[src/rtl/core/tcofq_pkg.sv]
// Package for the two-class oldest-first queue.
// Holds command and status codes, field widths and parameter defaults.
// No dependencies.
`timescale 1ns / 1ps

package tcofq_pkg;

  // Widths of the request and response fields
  localparam int unsigned ID_W     = 16;
  localparam int unsigned STATUS_W = 2;

  // Parameter defaults
  localparam int unsigned DEF_QUEUE_DEPTH = 16;
  localparam int unsigned DEF_ID_BITS     = 16;
  localparam int unsigned DEF_STAMP_BITS  = 16;

  // Command codes
  localparam logic CMD_ENQ = 1'b0;
  localparam logic CMD_DEQ = 1'b1;

  // Class codes
  localparam logic CLASS_FIRST  = 1'b0;
  localparam logic CLASS_SECOND = 1'b1;

  // Status codes
  localparam logic [STATUS_W-1:0] ST_ENQUEUED  = 2'd0;
  localparam logic [STATUS_W-1:0] ST_DELIVERED = 2'd1;
  localparam logic [STATUS_W-1:0] ST_EMPTY     = 2'd2;
  localparam logic [STATUS_W-1:0] ST_FULL      = 2'd3;

endpackage

[src/rtl/core/tcofq_if.sv]
// Request and response channel interfaces of the two-class oldest-first queue.
// Depends on tcofq_pkg.
`timescale 1ns / 1ps

interface tcofq_req_if
  import tcofq_pkg::*;
();
  logic            valid;
  logic            ready;
  logic            cmd;
  logic            item_class;
  logic [ID_W-1:0] item_id;

  modport source (output valid, output cmd, output item_class, output item_id, input ready);
  modport sink   (input valid, input cmd, input item_class, input item_id, output ready);
endinterface

interface tcofq_rsp_if
  import tcofq_pkg::*;
();
  logic                valid;
  logic                ready;
  logic [STATUS_W-1:0] status;
  logic                out_class;
  logic [ID_W-1:0]     out_id;

  modport source (output valid, output status, output out_class, output out_id, input ready);
  modport sink   (input valid, input status, input out_class, input out_id, output ready);
endinterface

[src/rtl/core/tcofq_ram.sv]
// Generic single-write, single-read RAM with registered read data.
// No dependencies.
`timescale 1ns / 1ps

module tcofq_ram #(
  parameter int unsigned WIDTH = 32,
  parameter int unsigned DEPTH = 16
) (
  input  logic                     clk_i,
  input  logic                     we_i,
  input  logic [$clog2(DEPTH)-1:0] waddr_i,
  input  logic [WIDTH-1:0]         wdata_i,
  input  logic [$clog2(DEPTH)-1:0] raddr_i,
  output logic [WIDTH-1:0]         rdata_o
);

  logic [WIDTH-1:0] mem_q [DEPTH];

  always_ff @(posedge clk_i) begin
    if (we_i) begin
      mem_q[waddr_i] <= wdata_i;
    end
    rdata_o <= mem_q[raddr_i];
  end

endmodule

[src/rtl/core/two_class_oldest_first_queue_top.sv]
// Two-class oldest-first queue: two FIFOs, one per class, sharing one arrival stamp.
// Depends on tcofq_pkg, tcofq_if (tcofq_req_if, tcofq_rsp_if) and tcofq_ram.
`timescale 1ns / 1ps

// Each request is an enqueue (item id into the queue of its class, tagged with
// the shared arrival stamp) or a dequeue of the oldest item of either class.
// Every request yields exactly one response: enqueued, delivered (with class
// and id), both queues empty, or class queue full. Stamps wrap; age is taken
// from the sign bit of the modular difference of the two head stamps, which
// is exact while the held items span less than half the stamp range. On a
// stamp tie the second class wins. An enqueue, and a dequeue with both queues
// empty, are answered straight from ST_IDLE; a dequeue of an item passes
// through ST_PICK, which waits for the registered read of the head entries
// from the two queue memories. One request is in flight at a time; the
// response register lets the next request enter while the response is being
// taken. The memories need no clearing: entry data is only used once written.
module two_class_oldest_first_queue_top
  import tcofq_pkg::*;
#(
  parameter int unsigned QUEUE_DEPTH = DEF_QUEUE_DEPTH,
  parameter int unsigned ID_BITS     = DEF_ID_BITS,
  parameter int unsigned STAMP_BITS  = DEF_STAMP_BITS
) (
  input  logic        clk_i,
  input  logic        rst_ni,
  tcofq_req_if.sink   req_i,
  tcofq_rsp_if.source rsp_o
);

  localparam int unsigned PTR_W   = $clog2(QUEUE_DEPTH);
  localparam int unsigned CNT_W   = $clog2(QUEUE_DEPTH + 1);
  localparam int unsigned ENTRY_W = ID_BITS + STAMP_BITS;
  localparam logic [PTR_W-1:0] PTR_LAST = PTR_W'(QUEUE_DEPTH - 1);
  localparam logic [CNT_W-1:0] CNT_FULL = CNT_W'(QUEUE_DEPTH);

  // Sequencer states
  localparam logic ST_IDLE = 1'b0;
  localparam logic ST_PICK = 1'b1;

  logic state_q, state_d;

  // Queue pointers and counts, index 0 first class, 1 second class
  logic [PTR_W-1:0] head_q  [2];
  logic [PTR_W-1:0] head_d  [2];
  logic [PTR_W-1:0] tail_q  [2];
  logic [PTR_W-1:0] tail_d  [2];
  logic [CNT_W-1:0] count_q [2];
  logic [CNT_W-1:0] count_d [2];
  logic [STAMP_BITS-1:0] stamp_q, stamp_d;

  // Response register
  logic                rsp_valid_q, rsp_valid_d;
  logic [STATUS_W-1:0] rsp_status_q, rsp_status_d;
  logic                rsp_class_q, rsp_class_d;
  logic [ID_W-1:0]     rsp_id_q, rsp_id_d;

  // Memory ports
  logic               we       [2];
  logic [ENTRY_W-1:0] wdata;
  logic [ENTRY_W-1:0] rdata    [2];

  logic accept;
  logic [ID_BITS-1:0] in_id;
  logic [STAMP_BITS-1:0] stamp_diff;
  logic take_first;
  logic pop_cls;

  function automatic logic [PTR_W-1:0] next_ptr(input logic [PTR_W-1:0] p);
    return (p == PTR_LAST) ? '0 : p + PTR_W'(1);
  endfunction

  // Take a new request only when idle and the response slot is free or draining
  assign req_i.ready = (state_q == ST_IDLE) && (!rsp_valid_q || rsp_o.ready);
  assign accept      = req_i.valid && req_i.ready;
  assign in_id       = ID_BITS'(req_i.item_id);
  assign wdata       = {in_id, stamp_q};

  // Head entries are always read; in ST_PICK the data belongs to the heads
  // sampled at the accept edge (heads do not move in between)
  for (genvar c = 0; c < 2; c++) begin : g_queue
    tcofq_ram #(
      .WIDTH (ENTRY_W),
      .DEPTH (QUEUE_DEPTH)
    ) u_ram (
      .clk_i   (clk_i),
      .we_i    (we[c]),
      .waddr_i (tail_q[c]),
      .wdata_i (wdata),
      .raddr_i (head_q[c]),
      .rdata_o (rdata[c])
    );
  end

  // Older head: first class wins when (first - second) is negative mod 2^N
  assign stamp_diff = rdata[0][STAMP_BITS-1:0] - rdata[1][STAMP_BITS-1:0];
  assign take_first = (count_q[1] == '0) ||
                      ((count_q[0] != '0) && stamp_diff[STAMP_BITS-1]);
  assign pop_cls    = take_first ? CLASS_FIRST : CLASS_SECOND;

  always_comb begin
    state_d      = state_q;
    head_d       = head_q;
    tail_d       = tail_q;
    count_d      = count_q;
    stamp_d      = stamp_q;
    rsp_valid_d  = rsp_valid_q && !rsp_o.ready;
    rsp_status_d = rsp_status_q;
    rsp_class_d  = rsp_class_q;
    rsp_id_d     = rsp_id_q;
    we[0]        = 1'b0;
    we[1]        = 1'b0;

    case (state_q)
      ST_IDLE: begin
        if (accept) begin
          if (req_i.cmd == CMD_ENQ) begin
            rsp_valid_d = 1'b1;
            rsp_class_d = CLASS_FIRST;
            rsp_id_d    = '0;
            if (count_q[req_i.item_class] == CNT_FULL) begin
              rsp_status_d = ST_FULL;
            end else begin
              rsp_status_d                 = ST_ENQUEUED;
              we[req_i.item_class]         = 1'b1;
              tail_d[req_i.item_class]     = next_ptr(tail_q[req_i.item_class]);
              count_d[req_i.item_class]    = count_q[req_i.item_class] + CNT_W'(1);
              stamp_d                      = stamp_q + STAMP_BITS'(1);
            end
          end else if (count_q[0] == '0 && count_q[1] == '0) begin
            rsp_valid_d  = 1'b1;
            rsp_status_d = ST_EMPTY;
            rsp_class_d  = CLASS_FIRST;
            rsp_id_d     = '0;
          end else begin
            state_d = ST_PICK;
          end
        end
      end
      ST_PICK: begin
        // Response slot is free here: it was free or draining at accept
        rsp_valid_d       = 1'b1;
        rsp_status_d      = ST_DELIVERED;
        rsp_class_d       = pop_cls;
        rsp_id_d          = ID_W'(rdata[pop_cls][ENTRY_W-1:STAMP_BITS]);
        head_d[pop_cls]   = next_ptr(head_q[pop_cls]);
        count_d[pop_cls]  = count_q[pop_cls] - CNT_W'(1);
        state_d           = ST_IDLE;
      end
      default: begin
        state_d = ST_IDLE;
      end
    endcase
  end

  always_ff @(posedge clk_i or negedge rst_ni) begin
    if (!rst_ni) begin
      state_q     <= ST_IDLE;
      head_q[0]   <= '0;
      head_q[1]   <= '0;
      tail_q[0]   <= '0;
      tail_q[1]   <= '0;
      count_q[0]  <= '0;
      count_q[1]  <= '0;
      stamp_q     <= '0;
      rsp_valid_q <= 1'b0;
    end else begin
      state_q     <= state_d;
      head_q      <= head_d;
      tail_q      <= tail_d;
      count_q     <= count_d;
      stamp_q     <= stamp_d;
      rsp_valid_q <= rsp_valid_d;
    end
  end

  always_ff @(posedge clk_i) begin
    rsp_status_q <= rsp_status_d;
    rsp_class_q  <= rsp_class_d;
    rsp_id_q     <= rsp_id_d;
  end

  assign rsp_o.valid     = rsp_valid_q;
  assign rsp_o.status    = rsp_status_q;
  assign rsp_o.out_class = rsp_class_q;
  assign rsp_o.out_id    = rsp_id_q;

endmodule
[src/flat_wrapper.sv]
// flat-port wrapper written by rule: the top's interface ports become plain ports
module two_class_oldest_first_queue_top_flat import tcofq_pkg::*;
#(
  parameter int unsigned QUEUE_DEPTH = DEF_QUEUE_DEPTH,
  parameter int unsigned ID_BITS     = DEF_ID_BITS,
  parameter int unsigned STAMP_BITS  = DEF_STAMP_BITS
)
  (clk_i, rst_ni, req_i_valid, req_i_cmd, req_i_item_class, req_i_item_id, req_i_ready, rsp_o_valid, rsp_o_status, rsp_o_out_class, rsp_o_out_id, rsp_o_ready);
  tcofq_req_if req_i_i ();
  tcofq_rsp_if rsp_o_i ();
  input  logic clk_i;
  input  logic rst_ni;
  input wire logic [$bits(req_i_i.valid)-1:0] req_i_valid;
  input wire logic [$bits(req_i_i.cmd)-1:0] req_i_cmd;
  input wire logic [$bits(req_i_i.item_class)-1:0] req_i_item_class;
  input wire logic [$bits(req_i_i.item_id)-1:0] req_i_item_id;
  output wire logic [$bits(req_i_i.ready)-1:0] req_i_ready;
  output wire logic [$bits(rsp_o_i.valid)-1:0] rsp_o_valid;
  output wire logic [$bits(rsp_o_i.status)-1:0] rsp_o_status;
  output wire logic [$bits(rsp_o_i.out_class)-1:0] rsp_o_out_class;
  output wire logic [$bits(rsp_o_i.out_id)-1:0] rsp_o_out_id;
  input wire logic [$bits(rsp_o_i.ready)-1:0] rsp_o_ready;
  assign req_i_i.valid = req_i_valid;
  assign req_i_i.cmd = req_i_cmd;
  assign req_i_i.item_class = req_i_item_class;
  assign req_i_i.item_id = req_i_item_id;
  assign req_i_ready = req_i_i.ready;
  assign rsp_o_valid = rsp_o_i.valid;
  assign rsp_o_status = rsp_o_i.status;
  assign rsp_o_out_class = rsp_o_i.out_class;
  assign rsp_o_out_id = rsp_o_i.out_id;
  assign rsp_o_i.ready = rsp_o_ready;
  two_class_oldest_first_queue_top #(.QUEUE_DEPTH(QUEUE_DEPTH), .ID_BITS(ID_BITS), .STAMP_BITS(STAMP_BITS)) u_core (.clk_i(clk_i), .rst_ni(rst_ni), .req_i(req_i_i), .rsp_o(rsp_o_i));
endmodule
[config.mk]
export PLATFORM = sky130hd
export DESIGN_NAME = two_class_oldest_first_queue_top_flat
export DESIGN_NICKNAME = d
export VERILOG_FILES = /design/src/rtl/core/tcofq_pkg.sv /design/src/rtl/core/tcofq_if.sv /design/src/rtl/core/tcofq_ram.sv /design/src/rtl/core/two_class_oldest_first_queue_top.sv /design/src/flat_wrapper.sv
export SDC_FILE = /design/constraint.sdc
export NUM_CORES = 1
export LEC_CHECK = 0
export BUFFER_PORTS_ARGS = -buffer_cell sky130_fd_sc_hd__buf_2
export CORE_MARGIN = 2
export CORE_UTILIZATION = 50
export CTS_CLUSTER_SIZE = 20
export DETAILED_ROUTE_END_ITERATION = 8
export PLACE_DENSITY = 0.64
export SLEW_MARGIN = 20
export SYNTH_ARGS = -nofsm -noshare
export SYNTH_HDL_FRONTEND = slang
export SYNTH_SLANG_ARGS = --single-unit
[constraint.sdc]
create_clock -name clk_i -period 4.7 [get_ports clk_i]
set_clock_uncertainty 0.1 [all_clocks]
set_input_delay 1.175 -clock clk_i [delete_from_list [all_inputs] [get_ports clk_i]]
set_output_delay 1.175 -clock clk_i [all_outputs]
set_load 0.02 [all_outputs]
Word-level counts from Yosys, hierarchy flattened
Memory sizes are Yosys's and may differ from the RTL's. A register that Yosys moved wholly into a read port is not among the register bits. Cells that the tools add are included.

Bits in registers: 63. Memory bits (writable): 1024. Input port bits: 22. Output and inout bits: 21. Word-level logic and storage cells: 118. Memories: 2.

Add/subtract/negate cells: 6. Magnitude comparators: 4. Equality and inequality tests: 7. Muxes and demuxes: 65. Bitwise logic cells: 5. Reductions and logical operators: 17.

Memory list: u_core.g_queue[0].u_ram.mem_q (depth 16, width 32, read ports 1, clocked after memory_dff 1, write ports 1, line tcofq_ram.sv:17) `logic [WIDTH-1:0] mem_q [DEPTH];`; u_core.g_queue[1].u_ram.mem_q (depth 16, width 32, read ports 1, clocked after memory_dff 1, write ports 1, line tcofq_ram.sv:17).

Operator list (count): 2-to-1 mux 32 bit (3); 2-to-1 mux 16 bit (3); 2-to-1 mux 4 bit (10); 2-to-1 mux 5 bit (8); case mux 16 bit (2 select lines) (1); 2-to-1 mux 10 bit (3); bitwise mux 10 bit (2); case mux 10 bit (2 select lines) (1); adder 16 x 1 -> 16 bit, second input constant (1); bitwise mux 8 bit (2); 2-to-1 mux 2 bit (8); subtractor 16 bit (1); 2-to-1 mux 1 bit (15); demux 5 bit (select 1 bit) (2); zero test 5 bit (2); adder 4 x 1 -> 4 bit, second input constant (2); demux 4 bit (select 1 bit) (2); equality test 4 bit, second input constant (2); logical AND 1 bit (7); case mux 1 bit (2 select lines) (3); adder 5 x 1 -> 5 bit, second input constant (1); equality test 5 bit, second input constant (1); nonzero test 5 bit (1); subtractor 5 x 1 -> 5 bit, second input constant (1); 14 further kinds (22).

Logic depth before layout (Yosys ltp)
Word-level depth: 11. Mapped depth: 15. Gate-level depth less buffers: 14.

Hierarchy
A second synthesis with hierarchy kept.

Cell total of the unflattened synthesis: 2008. Area, all modules: 43252.7 um^2.

By module, submodules not included: tcofq_ram at u_core.g_queue[1].u_ram (instances 1, cells each 838, area each 19854.0 um^2); tcofq_ram at u_core.g_queue[0].u_ram (instances 1, cells each 838, area each 19835.3 um^2); two_class_oldest_first_queue_top (instances 1, cells each 332, area each 3563.4 um^2).

Worst setup path before layout
Ideal clock, no wire load.

Path type: in2reg. Start point: in rsp_o_ready. End point: mem u_core.g_queue[0].u_ram.mem_q[0][0], enable pin. Arrival: 4.759 ns. Path slack: -0.620 ns. Stages on the path: 7. Buffers on the path: 0. Path through: inv_1 -> a21oi_1 -> nand2_1 -> and2b_1 -> nand2b_1 -> or3_1 -> nor3_1.

Cells in the longest elaborated chain, start to end: 7.

Ends and longest elaborated chain: start, declared (line flat_wrapper.sv:22) `input wire logic [$bits(rsp_o_i.ready)-1:0] rsp_o_ready;`; logical OR 1 bit (line two_class_oldest_first_queue_top.sv:73) `assign req_i.ready = (state_q == ST_IDLE) && (!rsp_valid_q || rsp_o.ready);`; logical AND 1 bit (line two_class_oldest_first_queue_top.sv:73); net req_i_ready (line flat_wrapper.sv:17) `output wire logic [$bits(req_i_i.ready)-1:0] req_i_ready;`; logical AND 1 bit (line two_class_oldest_first_queue_top.sv:74) `assign accept = req_i.valid && req_i.ready;`; 2-to-1 mux 2 bit (line two_class_oldest_first_queue_top.sv:115) `if (accept) begin`; 2-to-1 mux 2 bit (line two_class_oldest_first_queue_top.sv:113) `case (state_q)`; 2-to-1 mux 1 bit (line tcofq_ram.sv:20) `if (we_i) begin`; 2-to-1 mux 1 bit (not written as such) (line tcofq_ram.sv:21) `mem_q[waddr_i] <= wdata_i;`; end, declared (line tcofq_ram.sv:17).

The timed path passes the listed nets, and every way through them passes these cells.

Worst setup path after layout
Start point: reg u_core.g_queue[1].u_ram.rdata_o[2], read port of u_core.g_queue[1].u_ram.mem_q. End point: reg u_core.head_q[7] (netlist name).

Cells in the longest elaborated chain, start to end: 11.

Ends and longest elaborated chain: start, declared (line tcofq_ram.sv:14) `output logic [WIDTH-1:0] rdata_o`; subtractor 16 bit (*) (line two_class_oldest_first_queue_top.sv:95) `assign stamp_diff = rdata[0][STAMP_BITS-1:0] - rdata[1][STAMP_BITS-1:0];`; logical AND 1 bit (*) (line two_class_oldest_first_queue_top.sv:97) `((count_q[0] != '0) && stamp_diff[STAMP_BITS-1]);`; logical OR 1 bit (*) (line two_class_oldest_first_queue_top.sv:96) `assign take_first = (count_q[1] == '0) ||`; 2-to-1 mux 1 bit (*) (line two_class_oldest_first_queue_top.sv:98) `assign pop_cls = take_first ? CLASS_FIRST : CLASS_SECOND;`; NOT 1 -> 2 bit (not written as such) (*) (line two_class_oldest_first_queue_top.sv:145) `head_d[pop_cls] = next_ptr(head_q[pop_cls]);`; 2-to-1 mux 4 bit (not written as such) (3 in a row) (line two_class_oldest_first_queue_top.sv:145); adder 4 x 1 -> 4 bit or equality test 4 bit (tied branches) (line two_class_oldest_first_queue_top.sv:69) `return (p == PTR_LAST) ? '0 : p + PTR_W'(1);`; 2-to-1 mux 4 bit (line two_class_oldest_first_queue_top.sv:69); bitwise mux 8 bit (*) (line two_class_oldest_first_queue_top.sv:145); end, declared (line two_class_oldest_first_queue_top.sv:43) `logic [PTR_W-1:0] head_q [2];`.

Every way passes the cells marked *; elsewhere a longest branch is shown, timed or not. The select of a mux whose other input is x is not followed. A chain may end at the register's enable or synchronous reset.

==> impl_metrics.tcl <==
set metrics [dict create \
    outcome "finished clean" \
    regToRegEndpoint "u_core.head_q[7]" \
    path_max_fanout 13 \
    worstSetupEndpointType "register" \
    io_buffers 42 \
    yosysWarnings 0 \
    synth_flop_cell "edfxtp_1" \
    r2r-start "u_core.g_queue[1].u_ram.rdata_o[2]" \
    avgRoutedWirePerCell_um 28.2 \
    cts_made_buffers 110 \
    fin_crit_ns 3.67 \
    post-route-drc-count 0 \
    core.rowCount 108 \
    layout-drive-gt1-share_pct 31.0 \
    clk_pin_slew_ns 0.07 \
    r2r_setup_slack_ns 1.03 \
    ys_seq_area_share_pct 77.6 \
    post-route-period-util_pct 78.0 \
    place_congestion 0.824 \
    antenna_found_initial 5 \
    synth_area_um2 43400 \
    setup_violations 0 \
    finalMaxSlewViolations 0 \
    synth_top_area_share_pct 72.1 \
    cts.path.max_buffers 3 \
    worstRegToRegCells 14 \
    path_class "register to register" \
    drt_first_pass_iters 6 \
    hp-class "input port to asynchronous set/reset pin" \
    fp.dieH_um 299 \
    crit_path_start_kind "register" \
    synth_edf_count 1043 \
    grt_pass1_vias 20011 \
    cap_viol_max_count 0 \
    grt_use_total_pct 21.1 \
    hold_slack_ns 0.414 \
    cts_hold_buf 0 \
    postCtsSetupRepairBufs 0 \
    grt_pass1_wl_um 137000 \
    cts_tree "done" \
    avgSynthCellArea_um2 22.9 \
    drtAntennaViolNets 0 \
    stdcell_count 3282 \
    nets 2070 \
    met3_usage_pct 3.20 \
    design.core.area_um2 86300 \
    endpoint "u_core.head_q[7]" \
    arrival_ns 4.15 \
    clockRootBuffer "clkbuf_16" \
    worst_pin_slew_ns 1.00 \
    syn_inst 1895 \
    power_density_nw_per_um2 576 \
    die_w_um 299 \
    wirelength_um 92700 \
    vias 19462 \
    p_leak_nw 16.4 \
    hpwl_um 57000 \
    gr-total-overflow 0 \
    fmax_mhz 273 \
    hold_viol_final 0 \
    cts_htree_levels 3 \
    top_usage_layer "met2" \
    synthArstFlopShare_pct 3.82 \
    relSlewSlack_pct 33.0 \
    ios 43 \
    tns_ns 0 \
    start_util_pct 50.3 \
    irDropWorstVdd_v 0.000506 \
    use_met2_pct 36.1 \
    cts_resized 0 \
    cp-startpoint "u_core.g_queue[1].u_ram.rdata_o[2]" \
    area_growth_pct 14.3 \
    drt-initial-drc-count 1836 \
    clock-sinks 1151 \
    grt_use_met1_pct 28.2 \
    synth.area.top_cells "edfxtp_1, mux4_2, dfxtp_1" \
    crit_required_ns 5.18 \
    post_drt_via_cell_ratio 5.93 \
    synth_nets 1937 \
    ys_ff_latch 1151 \
    grt_max_degree 75 \
    synth_area_leader_cell "edfxtp_1" \
    rsz0062_at_grt "no" \
    dieArea_um2 89200 \
    placedCellCount 3071 \
    insertion_delay_ns 0.68 \
    synth_cell_types 54 \
]
==> power by group <==
group          leakage (nW)  total, W  switching [W]  internal [W]
Combinational          3.58   0.00673        0.00344       0.00329
Clock                  1.83   0.00904        0.00367       0.00537
Sequential             11.0    0.0128       0.000921        0.0119
==> how the worst min path moves through the flow <==
stage	to	depth (start not counted)	slack, ns
2_1_floorplan	u_core.count_q[5]	1	0.40
3_3_place_gp	u_core.rsp_o.valid	2	0.43
3_5_place_dp	u_core.rsp_o.out_id[8]	2	0.44
4_1_cts	u_core.count_q[5]	1	0.45
5_1_grt	u_core.rsp_o.valid	1	0.45
6_report	u_core.rsp_o.valid	1	0.41
==> state kept, by name, summed over array words and instances, names as in the netlist <==
register                      cells
u_core.head_q                     8
u_core.rsp_o.out_class            1
u_core.g_queue.u_ram.rdata_o     64
u_core.rsp_o.valid                1
u_core.count_q                   10
u_core.rsp_o.status               2
u_core.g_queue.u_ram.mem_q     1024
u_core.rsp_o.out_id              16
u_core.state_q                    1
u_core.stamp_q                   16
u_core.tail_q                     8
==> per-stage QoR <==
step	total power [W]	util, %	setup WS, ns	cell area, um2
2_1_floorplan	0.0174	-	0.0416	43500
3_3_place_gp	0.0198	53.1	0.473	45900
3_5_place_dp	0.0199	53.1	0.442	45900
4_1_cts	0.0289	57.5	1.05	49600
5_1_grt	0.0297	57.5	0.812	49600
6_report	0.0286	57.5	1.03	49600
==> per-layer routing <==
| metal | share of wire (%) | wire length (um) |
|---|---|---|
| met2 | 52 | 48600 |
| met1 | 39 | 36400 |
| met3 | 5.6 | 5190 |
| met5 | 0.014 | 13 |
| met4 | 2.6 | 2440 |
==> synthesized netlist by cell type (all sizes together) (2+ instances only) <==
library cell  number
mux2               9
o31ai              2
dfrtp             44
mux4             320
dfxtp             64
a221oi             2
a31oi              4
a21oi             14
ha                20
buf               35
nand2b             7
edfxtp          1043
a21o               2
inv               19
a211oi            10
xnor2             19
nand2             42
o21ai             10
nand4              9
nor3b              2
nor3              13
nand4b             2
nand3b             5
nor2              56
nand3             15
nor2b              2
and2               3
or3                3
and3               8
xor2              10
mux2i             25
clkbuf            64
==> cells by family after synthesis <==
| family | Yosys count | share of synthesized area (%) |
|---|---|---|
| AOI/OAI and AO/OA | 51 | 0.792 |
| adders and majority gates | 20 | 0.576 |
| and+or+nand+nor | 171 | 1.88 |
| buffers and inverters | 119 | 1.14 |
| muxes | 354 | 17.4 |
| xor gates and xnor gates | 29 | 0.585 |
| DFF | 1151 | 77.6 |
==> area by class of cell <==
| class | instances | area, um2 |
|---|---|---|
| Clock inverter | 55 | 614 |
| Multi-Input combinational cell | 625 | 9490 |
| Sequential cell | 1151 | 33700 |
| Antenna cell | 4 | 10.0 |
| Timing Repair Buffer | 120 | 1120 |
| Inverter | 20 | 75.1 |
| Fill cell | 6119 | 36700 |
| Tap cell | 1155 | 1450 |
| Clock buffer | 152 | 3140 |
==> cells in the final DEF, fill, tap and decap left out, drive strengths merged, types with 13 or more instances in the layout <==
cell / Yosys / layout
mux4: 320 / 320
mux2i: 25 / 25
buf: 35 / 120
inv: 19 / 21
dfxtp: 64 / 64
nand3: 15 / 15
nor3: 13 / 13
ha: 20 / 20
xnor2: 19 / 19
nand2: 42 / 42
nor2: 56 / 56
dfrtp: 44 / 44
a21oi: 14 / 14
clkinv: 1 / 37
edfxtp: 1043 / 1043
bufinv: 0 / 13
clkbuf: 64 / 152
==> critical path, stage by stage (launching register included) <==
cell	delay [ns]
dfxtp_1	0.31
inv_1	0.04
ha_1	0.30
a21o_1	0.19
a31oi_1	0.13
o21ai_1	0.13
a211oi_2	0.31
xnor2_1	0.25
o21ai_4	0.48
buf_4	0.30
mux2_2	0.35
ha_1	0.26
a21oi_1	0.16
nand4b_1	0.14
o2bb2ai_1	0.13
No activity file was read; power rests on OpenSTA's default activity.
